==> src/design/osg_pkg.sv <==
// shared types and constants for the outline segment generator
package osg_pkg;

  localparam int COORD_BITS_DEF  = 16;
  localparam int QUEUE_DEPTH_DEF = 2;

  // reciprocal of three, exact for magnitudes below 2**16
  localparam int        RECIP3_SHIFT = 17;
  localparam logic [16:0] RECIP3     = 17'd43691;

  typedef struct packed {
    logic signed [15:0] pos_x;
    logic signed [15:0] pos_y;
    logic [14:0]        rect_width;
    logic [14:0]        rect_height;
    logic [7:0]         border_width;
    logic [11:0]        title_height;
  } osg_in_t;

  typedef struct packed {
    logic signed [15:0] seg_x1;
    logic signed [15:0] seg_y1;
    logic signed [15:0] seg_x2;
    logic signed [15:0] seg_y2;
    logic               last_seg;
  } osg_out_t;

  // one request's work: undraw the old outline, then draw the new one
  typedef struct packed {
    osg_in_t old_rect;
    osg_in_t new_rect;
    logic    old_en;
    logic    new_en;
  } osg_job_t;

endpackage

==> src/design/osg_front.sv <==
// front end: holds the previous rectangle and classifies each request
module osg_front (
  input  logic             clk,
  input  logic             rst,
  input  logic             rect_valid,
  output logic             rect_ready,
  input  osg_pkg::osg_in_t rect,
  input  logic             q_ready,
  output logic             push,
  output osg_pkg::osg_job_t push_job
);
  import osg_pkg::*;

  osg_in_t prev;
  logic    accept;
  logic    changed;

  always_comb begin
    accept              = rect_valid && q_ready;
    changed             = rect != prev;
    push_job.old_rect   = prev;
    push_job.new_rect   = rect;
    push_job.old_en     = (prev.rect_width != '0) || (prev.rect_height != '0);
    push_job.new_en     = (rect.rect_width != '0) || (rect.rect_height != '0);
    push                = accept && changed && (push_job.old_en || push_job.new_en);
    rect_ready          = q_ready;
  end

  always_ff @(posedge clk) begin
    if (rst) begin
      prev <= '0;
    end else if (accept && changed) begin
      prev <= rect;
    end
  end

endmodule

==> src/design/osg_queue.sv <==
// small job queue between front and back
module osg_queue #(
  parameter int DEPTH = osg_pkg::QUEUE_DEPTH_DEF
) (
  input  logic              clk,
  input  logic              rst,
  input  logic              push,
  input  osg_pkg::osg_job_t wdata,
  output logic              ready,
  input  logic              pop,
  output logic              valid,
  output osg_pkg::osg_job_t rdata
);
  import osg_pkg::*;

  localparam int PTR_W = (DEPTH > 1) ? $clog2(DEPTH) : 1;
  localparam int CNT_W = $clog2(DEPTH + 1);

  osg_job_t           mem [DEPTH];
  logic [PTR_W-1:0]   wptr;
  logic [PTR_W-1:0]   rptr;
  logic [CNT_W-1:0]   count;
  logic               do_push;
  logic               do_pop;

  always_comb begin
    ready   = count != CNT_W'(DEPTH);
    valid   = count != '0;
    rdata   = mem[rptr];
    do_push = push && ready;
    do_pop  = pop && valid;
  end

  always_ff @(posedge clk) begin
    if (do_push) begin
      mem[wptr] <= wdata;
    end
  end

  always_ff @(posedge clk) begin
    if (rst) begin
      wptr  <= '0;
      rptr  <= '0;
      count <= '0;
    end else begin
      if (do_push) begin
        wptr <= (wptr == PTR_W'(DEPTH - 1)) ? '0 : wptr + PTR_W'(1);
      end
      if (do_pop) begin
        rptr <= (rptr == PTR_W'(DEPTH - 1)) ? '0 : rptr + PTR_W'(1);
      end
      if (do_push && !do_pop) begin
        count <= count + CNT_W'(1);
      end else if (do_pop && !do_push) begin
        count <= count - CNT_W'(1);
      end
    end
  end

endmodule

==> src/design/osg_back.sv <==
// back end: outline geometry and segment sequencing
module osg_back #(
  parameter int COORD_BITS = osg_pkg::COORD_BITS_DEF
) (
  input  logic              clk,
  input  logic              rst,
  input  logic              job_valid,
  output logic              job_pop,
  input  osg_pkg::osg_job_t job_in,
  output logic              seg_valid,
  input  logic              seg_ready,
  output osg_pkg::osg_out_t seg
);
  import osg_pkg::*;

  typedef logic [COORD_BITS-1:0] coord_t;

  typedef enum logic [1:0] {B_IDLE, B_GEO, B_DIV, B_EMIT} state_t;

  typedef enum logic [3:0] {
    SEG_TOP, SEG_BOTTOM, SEG_LEFT, SEG_RIGHT,
    SEG_VGRID1, SEG_VGRID2, SEG_HGRID1, SEG_HGRID2, SEG_TITLE
  } seg_t;

  state_t   state;
  osg_job_t job;
  logic     phase;
  seg_t     seg_idx;

  coord_t   xl, xr, yt, yb, xil, xir, yit, yib, yth;
  coord_t   gx1, gx2, gy1, gy2;
  logic [15:0] mag_x, mag_y;
  logic     neg_x, neg_y, th_nz;

  osg_in_t  r;
  coord_t   c_x, c_y, c_w, c_h, c_bw, c_th;
  logic [17:0] dx, dy, ax, ay;
  logic [32:0] px, py;
  coord_t   qx, qy;
  coord_t   sx1, sy1, sx2, sy2;
  logic     out_free, emit, outline_done, run_last, take_job;

  function automatic logic signed [15:0] to_field(coord_t c);
    logic [31:0] t;
    t = 32'(c);
    return t[15:0];
  endfunction

  always_comb begin
    r    = phase ? job.new_rect : job.old_rect;
    c_x  = COORD_BITS'(r.pos_x);
    c_y  = COORD_BITS'(r.pos_y);
    c_w  = COORD_BITS'(r.rect_width);
    c_h  = COORD_BITS'(r.rect_height);
    c_bw = COORD_BITS'(r.border_width);
    c_th = COORD_BITS'(r.title_height);

    // exact inner spans, independent of position
    dx = 18'(r.rect_width) - 18'd1 - {9'd0, r.border_width, 1'b0};
    dy = 18'(r.rect_height) - 18'd1 - 18'(r.title_height) - {9'd0, r.border_width, 1'b0};
    ax = dx[17] ? -dx : dx;
    ay = dy[17] ? -dy : dy;

    px = 33'(mag_x) * 33'(RECIP3);
    py = 33'(mag_y) * 33'(RECIP3);
    qx = neg_x ? -COORD_BITS'(px[RECIP3_SHIFT +: 16]) : COORD_BITS'(px[RECIP3_SHIFT +: 16]);
    qy = neg_y ? -COORD_BITS'(py[RECIP3_SHIFT +: 16]) : COORD_BITS'(py[RECIP3_SHIFT +: 16]);

    out_free     = !seg_valid || seg_ready;
    emit         = (state == B_EMIT) && out_free;
    outline_done = emit && ((seg_idx == SEG_TITLE) || ((seg_idx == SEG_HGRID2) && !th_nz));
    run_last     = phase || !job.new_en;
    take_job     = job_valid && ((state == B_IDLE) || (outline_done && run_last));
    job_pop      = take_job;

    unique case (seg_idx)
      SEG_TOP:    begin sx1 = xl;  sy1 = yt;  sx2 = xr;  sy2 = yt;  end
      SEG_BOTTOM: begin sx1 = xl;  sy1 = yb;  sx2 = xr;  sy2 = yb;  end
      SEG_LEFT:   begin sx1 = xl;  sy1 = yt;  sx2 = xl;  sy2 = yb;  end
      SEG_RIGHT:  begin sx1 = xr;  sy1 = yt;  sx2 = xr;  sy2 = yb;  end
      SEG_VGRID1: begin sx1 = gx1; sy1 = yit; sx2 = gx1; sy2 = yib; end
      SEG_VGRID2: begin sx1 = gx2; sy1 = yit; sx2 = gx2; sy2 = yib; end
      SEG_HGRID1: begin sx1 = xil; sy1 = gy1; sx2 = xir; sy2 = gy1; end
      SEG_HGRID2: begin sx1 = xil; sy1 = gy2; sx2 = xir; sy2 = gy2; end
      SEG_TITLE:  begin sx1 = xl;  sy1 = yth; sx2 = xr;  sy2 = yth; end
      default:    begin sx1 = '0;  sy1 = '0;  sx2 = '0;  sy2 = '0;  end
    endcase
  end

  always_ff @(posedge clk) begin
    if (state == B_GEO) begin
      xl    <= c_x;
      xr    <= c_x + c_w - COORD_BITS'(1);
      yt    <= c_y;
      yb    <= c_y + c_h - COORD_BITS'(1);
      xil   <= c_x + c_bw;
      xir   <= c_x + c_w - COORD_BITS'(1) - c_bw;
      yit   <= c_y + c_th + c_bw;
      yib   <= c_y + c_h - COORD_BITS'(1) - c_bw;
      yth   <= c_y + c_th;
      mag_x <= ax[15:0];
      mag_y <= ay[15:0];
      neg_x <= dx[17];
      neg_y <= dy[17];
      th_nz <= r.title_height != '0;
    end
    if (state == B_DIV) begin
      gx1 <= xil + qx;
      gx2 <= xil + qx + qx;
      gy1 <= yit + qy;
      gy2 <= yit + qy + qy;
    end
    if (emit) begin
      seg.seg_x1   <= to_field(sx1);
      seg.seg_y1   <= to_field(sy1);
      seg.seg_x2   <= to_field(sx2);
      seg.seg_y2   <= to_field(sy2);
      seg.last_seg <= outline_done && run_last;
    end
    if (take_job) begin
      job <= job_in;
    end

    if (rst) begin
      state     <= B_IDLE;
      phase     <= 1'b0;
      seg_idx   <= SEG_TOP;
      seg_valid <= 1'b0;
    end else begin
      if (emit) begin
        seg_valid <= 1'b1;
      end else if (seg_ready) begin
        seg_valid <= 1'b0;
      end
      unique case (state)
        B_IDLE: begin
          if (take_job) begin
            phase <= !job_in.old_en;
            state <= B_GEO;
          end
        end
        B_GEO: begin
          state <= B_DIV;
        end
        B_DIV: begin
          seg_idx <= SEG_TOP;
          state   <= B_EMIT;
        end
        B_EMIT: begin
          if (outline_done) begin
            if (!run_last) begin
              phase <= 1'b1;
              state <= B_GEO;
            end else if (take_job) begin
              phase <= !job_in.old_en;
              state <= B_GEO;
            end else begin
              state <= B_IDLE;
            end
          end else if (emit) begin
            seg_idx <= seg_t'(seg_idx + 4'd1);
          end
        end
        default: begin
          state <= B_IDLE;
        end
      endcase
    end
  end

  a_new_phase: assert property (@(posedge clk) disable iff (rst)
    (state != B_IDLE && phase) |-> job.new_en)
    else $error("new outline phase without a new outline");

  a_old_phase: assert property (@(posedge clk) disable iff (rst)
    (state != B_IDLE && !phase) |-> job.old_en)
    else $error("old outline phase without an old outline");

  a_title: assert property (@(posedge clk) disable iff (rst)
    (state == B_EMIT && seg_idx == SEG_TITLE) |-> th_nz)
    else $error("title separator emitted with zero title height");

  a_pop: assert property (@(posedge clk) disable iff (rst)
    job_pop |=> (state == B_GEO && $past(job_in) == job))
    else $error("popped request not loaded");

endmodule

==> src/design/outline_segment_generator_unit.sv <==
// top level of the outline segment generator
//
//  channel  | dir | handshake               | payload
//  rect     | in  | rect_valid / rect_ready | osg_in_t, one rectangle
//  seg      | out | seg_valid / seg_ready   | osg_out_t, one line segment
//
// a rectangle is taken whenever the job queue has room
// each outline runs the setup states B_GEO (spans) and B_DIV (divide by three),
// then emits one segment per cycle while the seg channel is not stalled
// an unchanged rectangle, or two empty outlines, produces nothing
// reset clears the stored rectangle, the queue and the sequencer
// a stalled seg channel holds the back end; the front keeps filling the queue
module outline_segment_generator_unit #(
  parameter int COORD_BITS  = osg_pkg::COORD_BITS_DEF,
  parameter int QUEUE_DEPTH = osg_pkg::QUEUE_DEPTH_DEF
) (
  input  logic              clk,
  input  logic              rst,
  input  logic              rect_valid,
  output logic              rect_ready,
  input  osg_pkg::osg_in_t  rect,
  output logic              seg_valid,
  input  logic              seg_ready,
  output osg_pkg::osg_out_t seg
);
  import osg_pkg::*;

  logic     q_ready;
  logic     push;
  osg_job_t push_job;
  logic     q_valid;
  logic     q_pop;
  osg_job_t q_job;

  osg_front u_front (
    .clk        (clk),
    .rst        (rst),
    .rect_valid (rect_valid),
    .rect_ready (rect_ready),
    .rect       (rect),
    .q_ready    (q_ready),
    .push       (push),
    .push_job   (push_job)
  );

  osg_queue #(
    .DEPTH (QUEUE_DEPTH)
  ) u_queue (
    .clk   (clk),
    .rst   (rst),
    .push  (push),
    .wdata (push_job),
    .ready (q_ready),
    .pop   (q_pop),
    .valid (q_valid),
    .rdata (q_job)
  );

  osg_back #(
    .COORD_BITS (COORD_BITS)
  ) u_back (
    .clk       (clk),
    .rst       (rst),
    .job_valid (q_valid),
    .job_pop   (q_pop),
    .job_in    (q_job),
    .seg_valid (seg_valid),
    .seg_ready (seg_ready),
    .seg       (seg)
  );

endmodule
==> config.mk <==
export PLATFORM = sky130hd
export DESIGN_NAME = outline_segment_generator_unit
export DESIGN_NICKNAME = d
export VERILOG_FILES = /design/src/design/osg_pkg.sv /design/src/design/osg_front.sv /design/src/design/osg_queue.sv /design/src/design/osg_back.sv /design/src/design/outline_segment_generator_unit.sv
export SDC_FILE = /design/constraint.sdc
export NUM_CORES = 2
export LEC_CHECK = 0
export ABC_AREA = 1
export BUFFER_PORTS_ARGS = -buffer_cell sky130_fd_sc_hd__buf_2
export CORE_MARGIN = 4
export CORE_UTILIZATION = 64
export DETAILED_ROUTE_END_ITERATION = 6
export GPL_ROUTABILITY_DRIVEN = 0
export PLACE_DENSITY = 0.86
export SKIP_CTS_REPAIR_TIMING = 1
export SYNTH_ARGS = -nofsm -noshare
export SYNTH_HDL_FRONTEND = slang
export SYNTH_SLANG_ARGS = --single-unit
==> constraint.sdc <==
create_clock -name clk -period 9.93 [get_ports clk]
set_input_delay 0.4965 -clock clk [delete_from_list [all_inputs] [get_ports clk]]
set_output_delay 0.4965 -clock clk [all_outputs]
set_load 0.05 [all_outputs]
* After elaboration in Yosys (flattened, before gate mapping)
Memories as Yosys holds them, arrays and structs flattened. A register that Yosys moved wholly into a read port is not among the register bits.
Cells that the tools add are included.
** Cells by class
- $mul :: 2
- Add/sub/neg operators :: 27
- Equality and inequality tests :: 17
- Reductions and logical operators :: 46
- Mux-type cells :: 31
** Operators by type and width (count)
- $pmux 16 s6 :: 2
- $pmux 16 s5 :: 2
- $mux 82 :: 1
- $ne 82x82->1 :: 1
- $add 16x16->16 :: 4
- $mul 16x16->32 const B :: 2
- $mux 16 :: 4
- $reduce_bool 15->1 :: 4
- $sub 18x9->18 :: 2
- $add 16x15->16 :: 2
- $add 16x8->16 :: 2
- $neg 15->16 :: 2
- $neg 16->16 :: 2
- $sub 15x1->16 const B :: 2
- $sub 16x1->16 const B :: 2
- $sub 16x8->16 :: 2
- $sub 18x12->18 :: 1
- $add 16x12->16 :: 1
- $eq 4x3->1 const B :: 4
- $logic_and 1x1->1 :: 12
- $mux 1 :: 12
- $reduce_bool 12->1 :: 1
- $mux 2 :: 5
- $reduce_bool 2->1 :: 5
- 24 further kinds :: 46
** Word-level totals
- Register bits after elaboration :: 567
- Memories kept :: 1
- Input port bits :: 86
- Memory bits (writable) :: 332
- Word-level logic and storage cells :: 173
- Output and inout bits :: 67
** Memory list
- u_queue.mem :: depth 2, bits a word 166, read ports 1, clocked after Yosys merged registers in 1, write ports 1, RTL line osg_queue.sv:19 : osg_job_t mem [DEPTH];

* Depth between registers and ports, before layout
- Word-level depth :: 11
- Depth in mapped cells :: 47
- Mapped depth without buffers :: 47

* Modules after synthesis
A second synthesis with hierarchy kept.
** Second synthesis, totals
- Cell total of the unflattened synthesis :: 5935
- Area total of the unflattened synthesis :: 57112.3 um^2
** Modules (own cells, without submodules)
- osg_back :: times used 1, area an instance 39013.7 um^2, cells an instance 4396, seq. area each 14363.8 um^2
- osg_queue :: times used 1, area an instance 12260.5 um^2, cells an instance 553, seq. area each 10069.7 um^2
- osg_front :: times used 1, area an instance 5838.1 um^2, cells an instance 986, seq. area each 1641.6 um^2

* Worst setup path before layout
OpenSTA, ideal clock, no wires.
- Kind :: input-to-reg
- From :: in rect[40] (netlist bit)
- To :: mem u_queue.mem[1][0] (netlist bit), enable pin
- Library setup time :: 0.696 ns
- Path buffers :: 0
- Setup slack :: 1.061 ns
- Stages on the path :: 9
- Data arrival time :: 8.172 ns
- Required time :: 9.234 ns
- Cell sequence :: inv_1 -> or2_2 -> o211ai_1 -> nor3_1 -> nand2_1 -> nor2_1 -> nand3_1 -> nand3_1 -> nor2_1
** On the way
- Word-level cells in the longest chain between the ends :: 7
- Elaborated cells between the ends (all ways) :: 9
- Those cells by class :: eq/ne: 1; mux: 2; reduce/logical: 6
** Ends and longest elaborated chain
- start: declaration :: RTL line outline_segment_generator_unit.sv:21 : input osg_pkg::osg_in_t rect,
- parallel branches: the longest is 3 deep, another holds $ne 82x82->1
- $logic_and 1x1->1 * :: RTL line osg_front.sv:25 : push = accept && changed && (push_job.old_en || push_job.new_en);
- $logic_and 1x1->1 * :: RTL line osg_queue.sv:30 : do_push = push && ready;
- $mux 1 * :: RTL line osg_queue.sv:35 : if (do_push) begin
- $mux 1 (implied by the code) * :: RTL line osg_queue.sv:36 : mem[wptr] <= wdata;
- end: declaration :: RTL line osg_queue.sv:19
Every way passes the cells marked *.

* Worst setup path after layout
- From :: reg u_back.mag_y[1]
- To :: reg u_back.gy2[11] (data pin)
** On the way
- Word-level cells in the longest chain between the ends :: 5
** Ends and longest elaborated chain
- start: declaration :: RTL line osg_back.sv:32 : logic [15:0] mag_x, mag_y;
- start signal: assignment :: RTL line osg_back.sv:102 : mag_y <= ay[15:0];
- $mul 16x16->32 * :: RTL line osg_back.sv:65 : py = 33'(mag_y) * 33'(RECIP3);
- $neg 15->16 :: RTL line osg_back.sv:67 : qy = neg_y ? -COORD_BITS'(py[RECIP3_SHIFT +: 16]) : COORD_BITS'(py[RECIP3_SHIFT +: 16]);
- $mux 16 * :: RTL line osg_back.sv:67
- $add 16x16->16 :: RTL line osg_back.sv:111 : gy2 <= yit + qy + qy;
- $add 16x16->16 * :: RTL line osg_back.sv:111
- end signal: assignment :: RTL line osg_back.sv:111
- end: declaration :: RTL line osg_back.sv:31 : coord_t gx1, gx2, gy1, gy2;
Mark *: on every way between the ends. The rest lies on a longest branch, timed or not.
A chain may end at the register's enable or synchronous reset.

==> metrics.md <==
| Metric | Value |
|---|---|
| Status | complete, no violations |
| Die W | 302 um |
| Utilization after layout | 70.8% |
| Wirelength per Cell | roughly 20 um |
| Yosys warns | 0 |
| Num Clock Sinks | 900 |
| FMAX | 114 MHz |
| Dpl ws | approximately 1300 ps |
| Skew-Pair Late Insertion Delay | approximately 660 ps |
| RSZ-0062 raised after global routing | no |
| Initial Util | 64.8% |
| Placed Instances | 6804 |
| Final period utilization | 88.5% |
| Core Region | 85400 um2 |
| Ports | 153 |
| Nets | 6474 |
| Largest net degree at the start of global routing | 97 |
| Post-synthesis sequential area ratio | 47.1% |
| DRC Markers | 0 |
| Max-cap violations | 0 |
| Sum Neg Setup Slack | 0 ps |
| Grt total ovfl | 0 |
| Worst EP required | 10340 ps |
| Commonest non-fill, non-tap cell in the layout | nand2_1 |
| Most frequent cells in the layout | nand2_1 (1106), inv_1 (890), edfxtp_1 (805), ha_1 (460), nor2_1 (363) |
| Port buffer count | roughly 150 |
| Syn Inst Count | 5572 |
| Synth area leader | edfxtp_1 |
| Startpoint types | register |
| Num CTS Buffers | 90 |
| Top FF cell, synth | edfxtp_1 |
| Antenna violations before repair | 10 |
| Worst path slowest cell | edfxtp_1 |
| Netlist cell types | 62 |
| Clock transition at path regs | 70 ps |
| Worst slew margin | 13.0% |
| Vias in the first global route | 41000 |
| CP most frequent cell | nand2_1 |
| Die Ht | about 300 um |
| Die area | approximately 90000 um2 |
| Total Routing Usage GR | 30.9% |
| EDFF count, synth | 805 |
| Synthesized Nets | 6294 |
| Final hold violations | 0 |
| Vias per cell | 5.91 |
| DR vias | 41200 |
| Crit Path Class | reg2reg |
| Area delta synth->final | 9.28% |
| WP data arrival | 9200 ps |
| Slew @ Worst Pin | 1300 ps |
| Yosys top cell area share | 43.7% |
| Antenna Violating Nets Remaining | 0 |
| Largest cells by area after synthesis | edfxtp_1 (44%), ha_1 (10%), nand2_1 (7.5%) |
| Crit-path max cell delay | between 500 and 600 ps |
| Post-Syn Area | 55300 um2 |
| DRT iter0 DRCs | 4861 |
| Ratio of cells with drive above 1 in the final layout | 10.3% |
| Tightest Hold Check Type | in2reg |
| First-pass GRT wire length | 220000 um |
| # H-tree levels | 3 |
| Setup Viol. Count Final | 0 |
| Drt pass-1 iters | 6 |
| Setup crit end kind | register |
| Post-synth ARST share | 0% |
| Slew Viols, Final | 0 |
| Total wire length | between 100000 and 150000 um |
| Final setup margin | 1140 ps |
| Final worst path period need | around 9000 ps |
| DP Wirelength | 103000 um |
| CTS tree | built |
| Clock Path Buffers | 3 |
| Largest fanout on the critical path | 8 |
| Synthesized flop and latch total | 900 |
| Clock Skews | 32.5 ps |
| Root Driver | clkbuf_16 |
| Fill count | 5699 |
| Non-filler cells, final | 6974 |
| Synthesized area per cell | 9.93 um2 |
| Num rows | roughly 110 |
==> synth_stat cells (89+ instances only) <==
master / instances
edfxtp_1: 805
xor2_1: 201
ha_1: 462
nand3_1: 258
dfxtp_1: 95
nand2_1: 1107
mux2_2: 165
fa_1: 174
o21ai_0: 218
a21oi_1: 232
nor2_1: 365
inv_1: 893
xnor2_1: 89
==> worst paths after layout <==
kind,startpoint,end,slack [ps],depth (start not counted)
setup / recovery,u_back.mag_y[1],u_back.gy2[11],1140,36
hold / removal,rect[62],u_queue.mem[1][64],50,1
setup reg to reg,u_back.mag_y[1],u_back.gy2[11],1140,36
hold reg to reg,u_front.push_job[100],u_queue.mem[0][100],460,0
==> critical path, delay by kind of cell, from the launching register on <==
kind	cells	cell delay, ps
DFF	1	530
and+or+nand+nor	10	1230
adders and majority gates	9	3520
xor gates and xnor gates	4	740
AOI/OAI and AO/OA	7	2010
buffers and inverters	6	490
==> kinds of logic after synthesis <==
kind of cell             count (synthesis)  synth area share (%)
AO/OA/AOI/OAI                          583                  5.85
XOR/XNOR                               294                  4.71
adder cells (fa/ha/maj)                636                  16.7
buffers and inverters                  998                  6.91
flip-flops                             900                  47.1
multiplexers                           166                  3.38
other                                    1               0.00678
AND/OR/NAND/NOR                       1994                  15.3
==> layer usage <==
layer | up-vias | part of all wire, % | GRT usage [%]
li1 | 18900 | - | -
met1 | 19500 | 38 | 41.0
met2 | 2410 | 46 | 49.6
met3 | 445 | 11 | 5.80
met4 | 6 | 5.0 | 14.3
met5 | - | 0.024 | 0
==> layout make-up <==
type	instances	area [um2]	area share, %
Clock buffer	109	2380	3.94
Sequential cell	900	26100	43.1
Multi-Input combinational cell	3674	25500	42.1
Inverter	906	3410	5.64
Timing Repair Buffer	180	971	1.61
Tap cell	1144	1430	2.37
Clock inverter	57	721	1.19
Antenna cell	4	10.0	0.0166
==> state kept, by name (all words and copies together), names as in the netlist, 2 cells and up, named ones only <==
register	flops
u_back.yb	16
u_back.gx2	16
u_queue.count	2
u_back.state	2
u_back.gy2	16
u_back.xil	16
u_back.xir	16
u_back.gy1	16
u_back.yt	16
u_back.job	165
u_back.yit	16
u_back.gx1	16
u_back.yib	16
u_back.seg_idx	4
u_front.push_job	82
u_back.mag_y	16
u_queue.mem	332
u_back.mag_x	16
u_back.xl	16
u_back.xr	16
u_back.seg	65
u_back.yth	16
==> metrics by stage <==
step                      cell area (um2)  hold WS, ps
final                               60500         54.4
after global routing                60500         41.4
after CTS                           60500         32.2
after detailed placement            57400          449
after global placement              57400          424
after floorplan                     55300          426
Power is left out: the tool's default activity adds up to more than one toggle a clock period on the data nets, which glitch-free logic cannot reach.
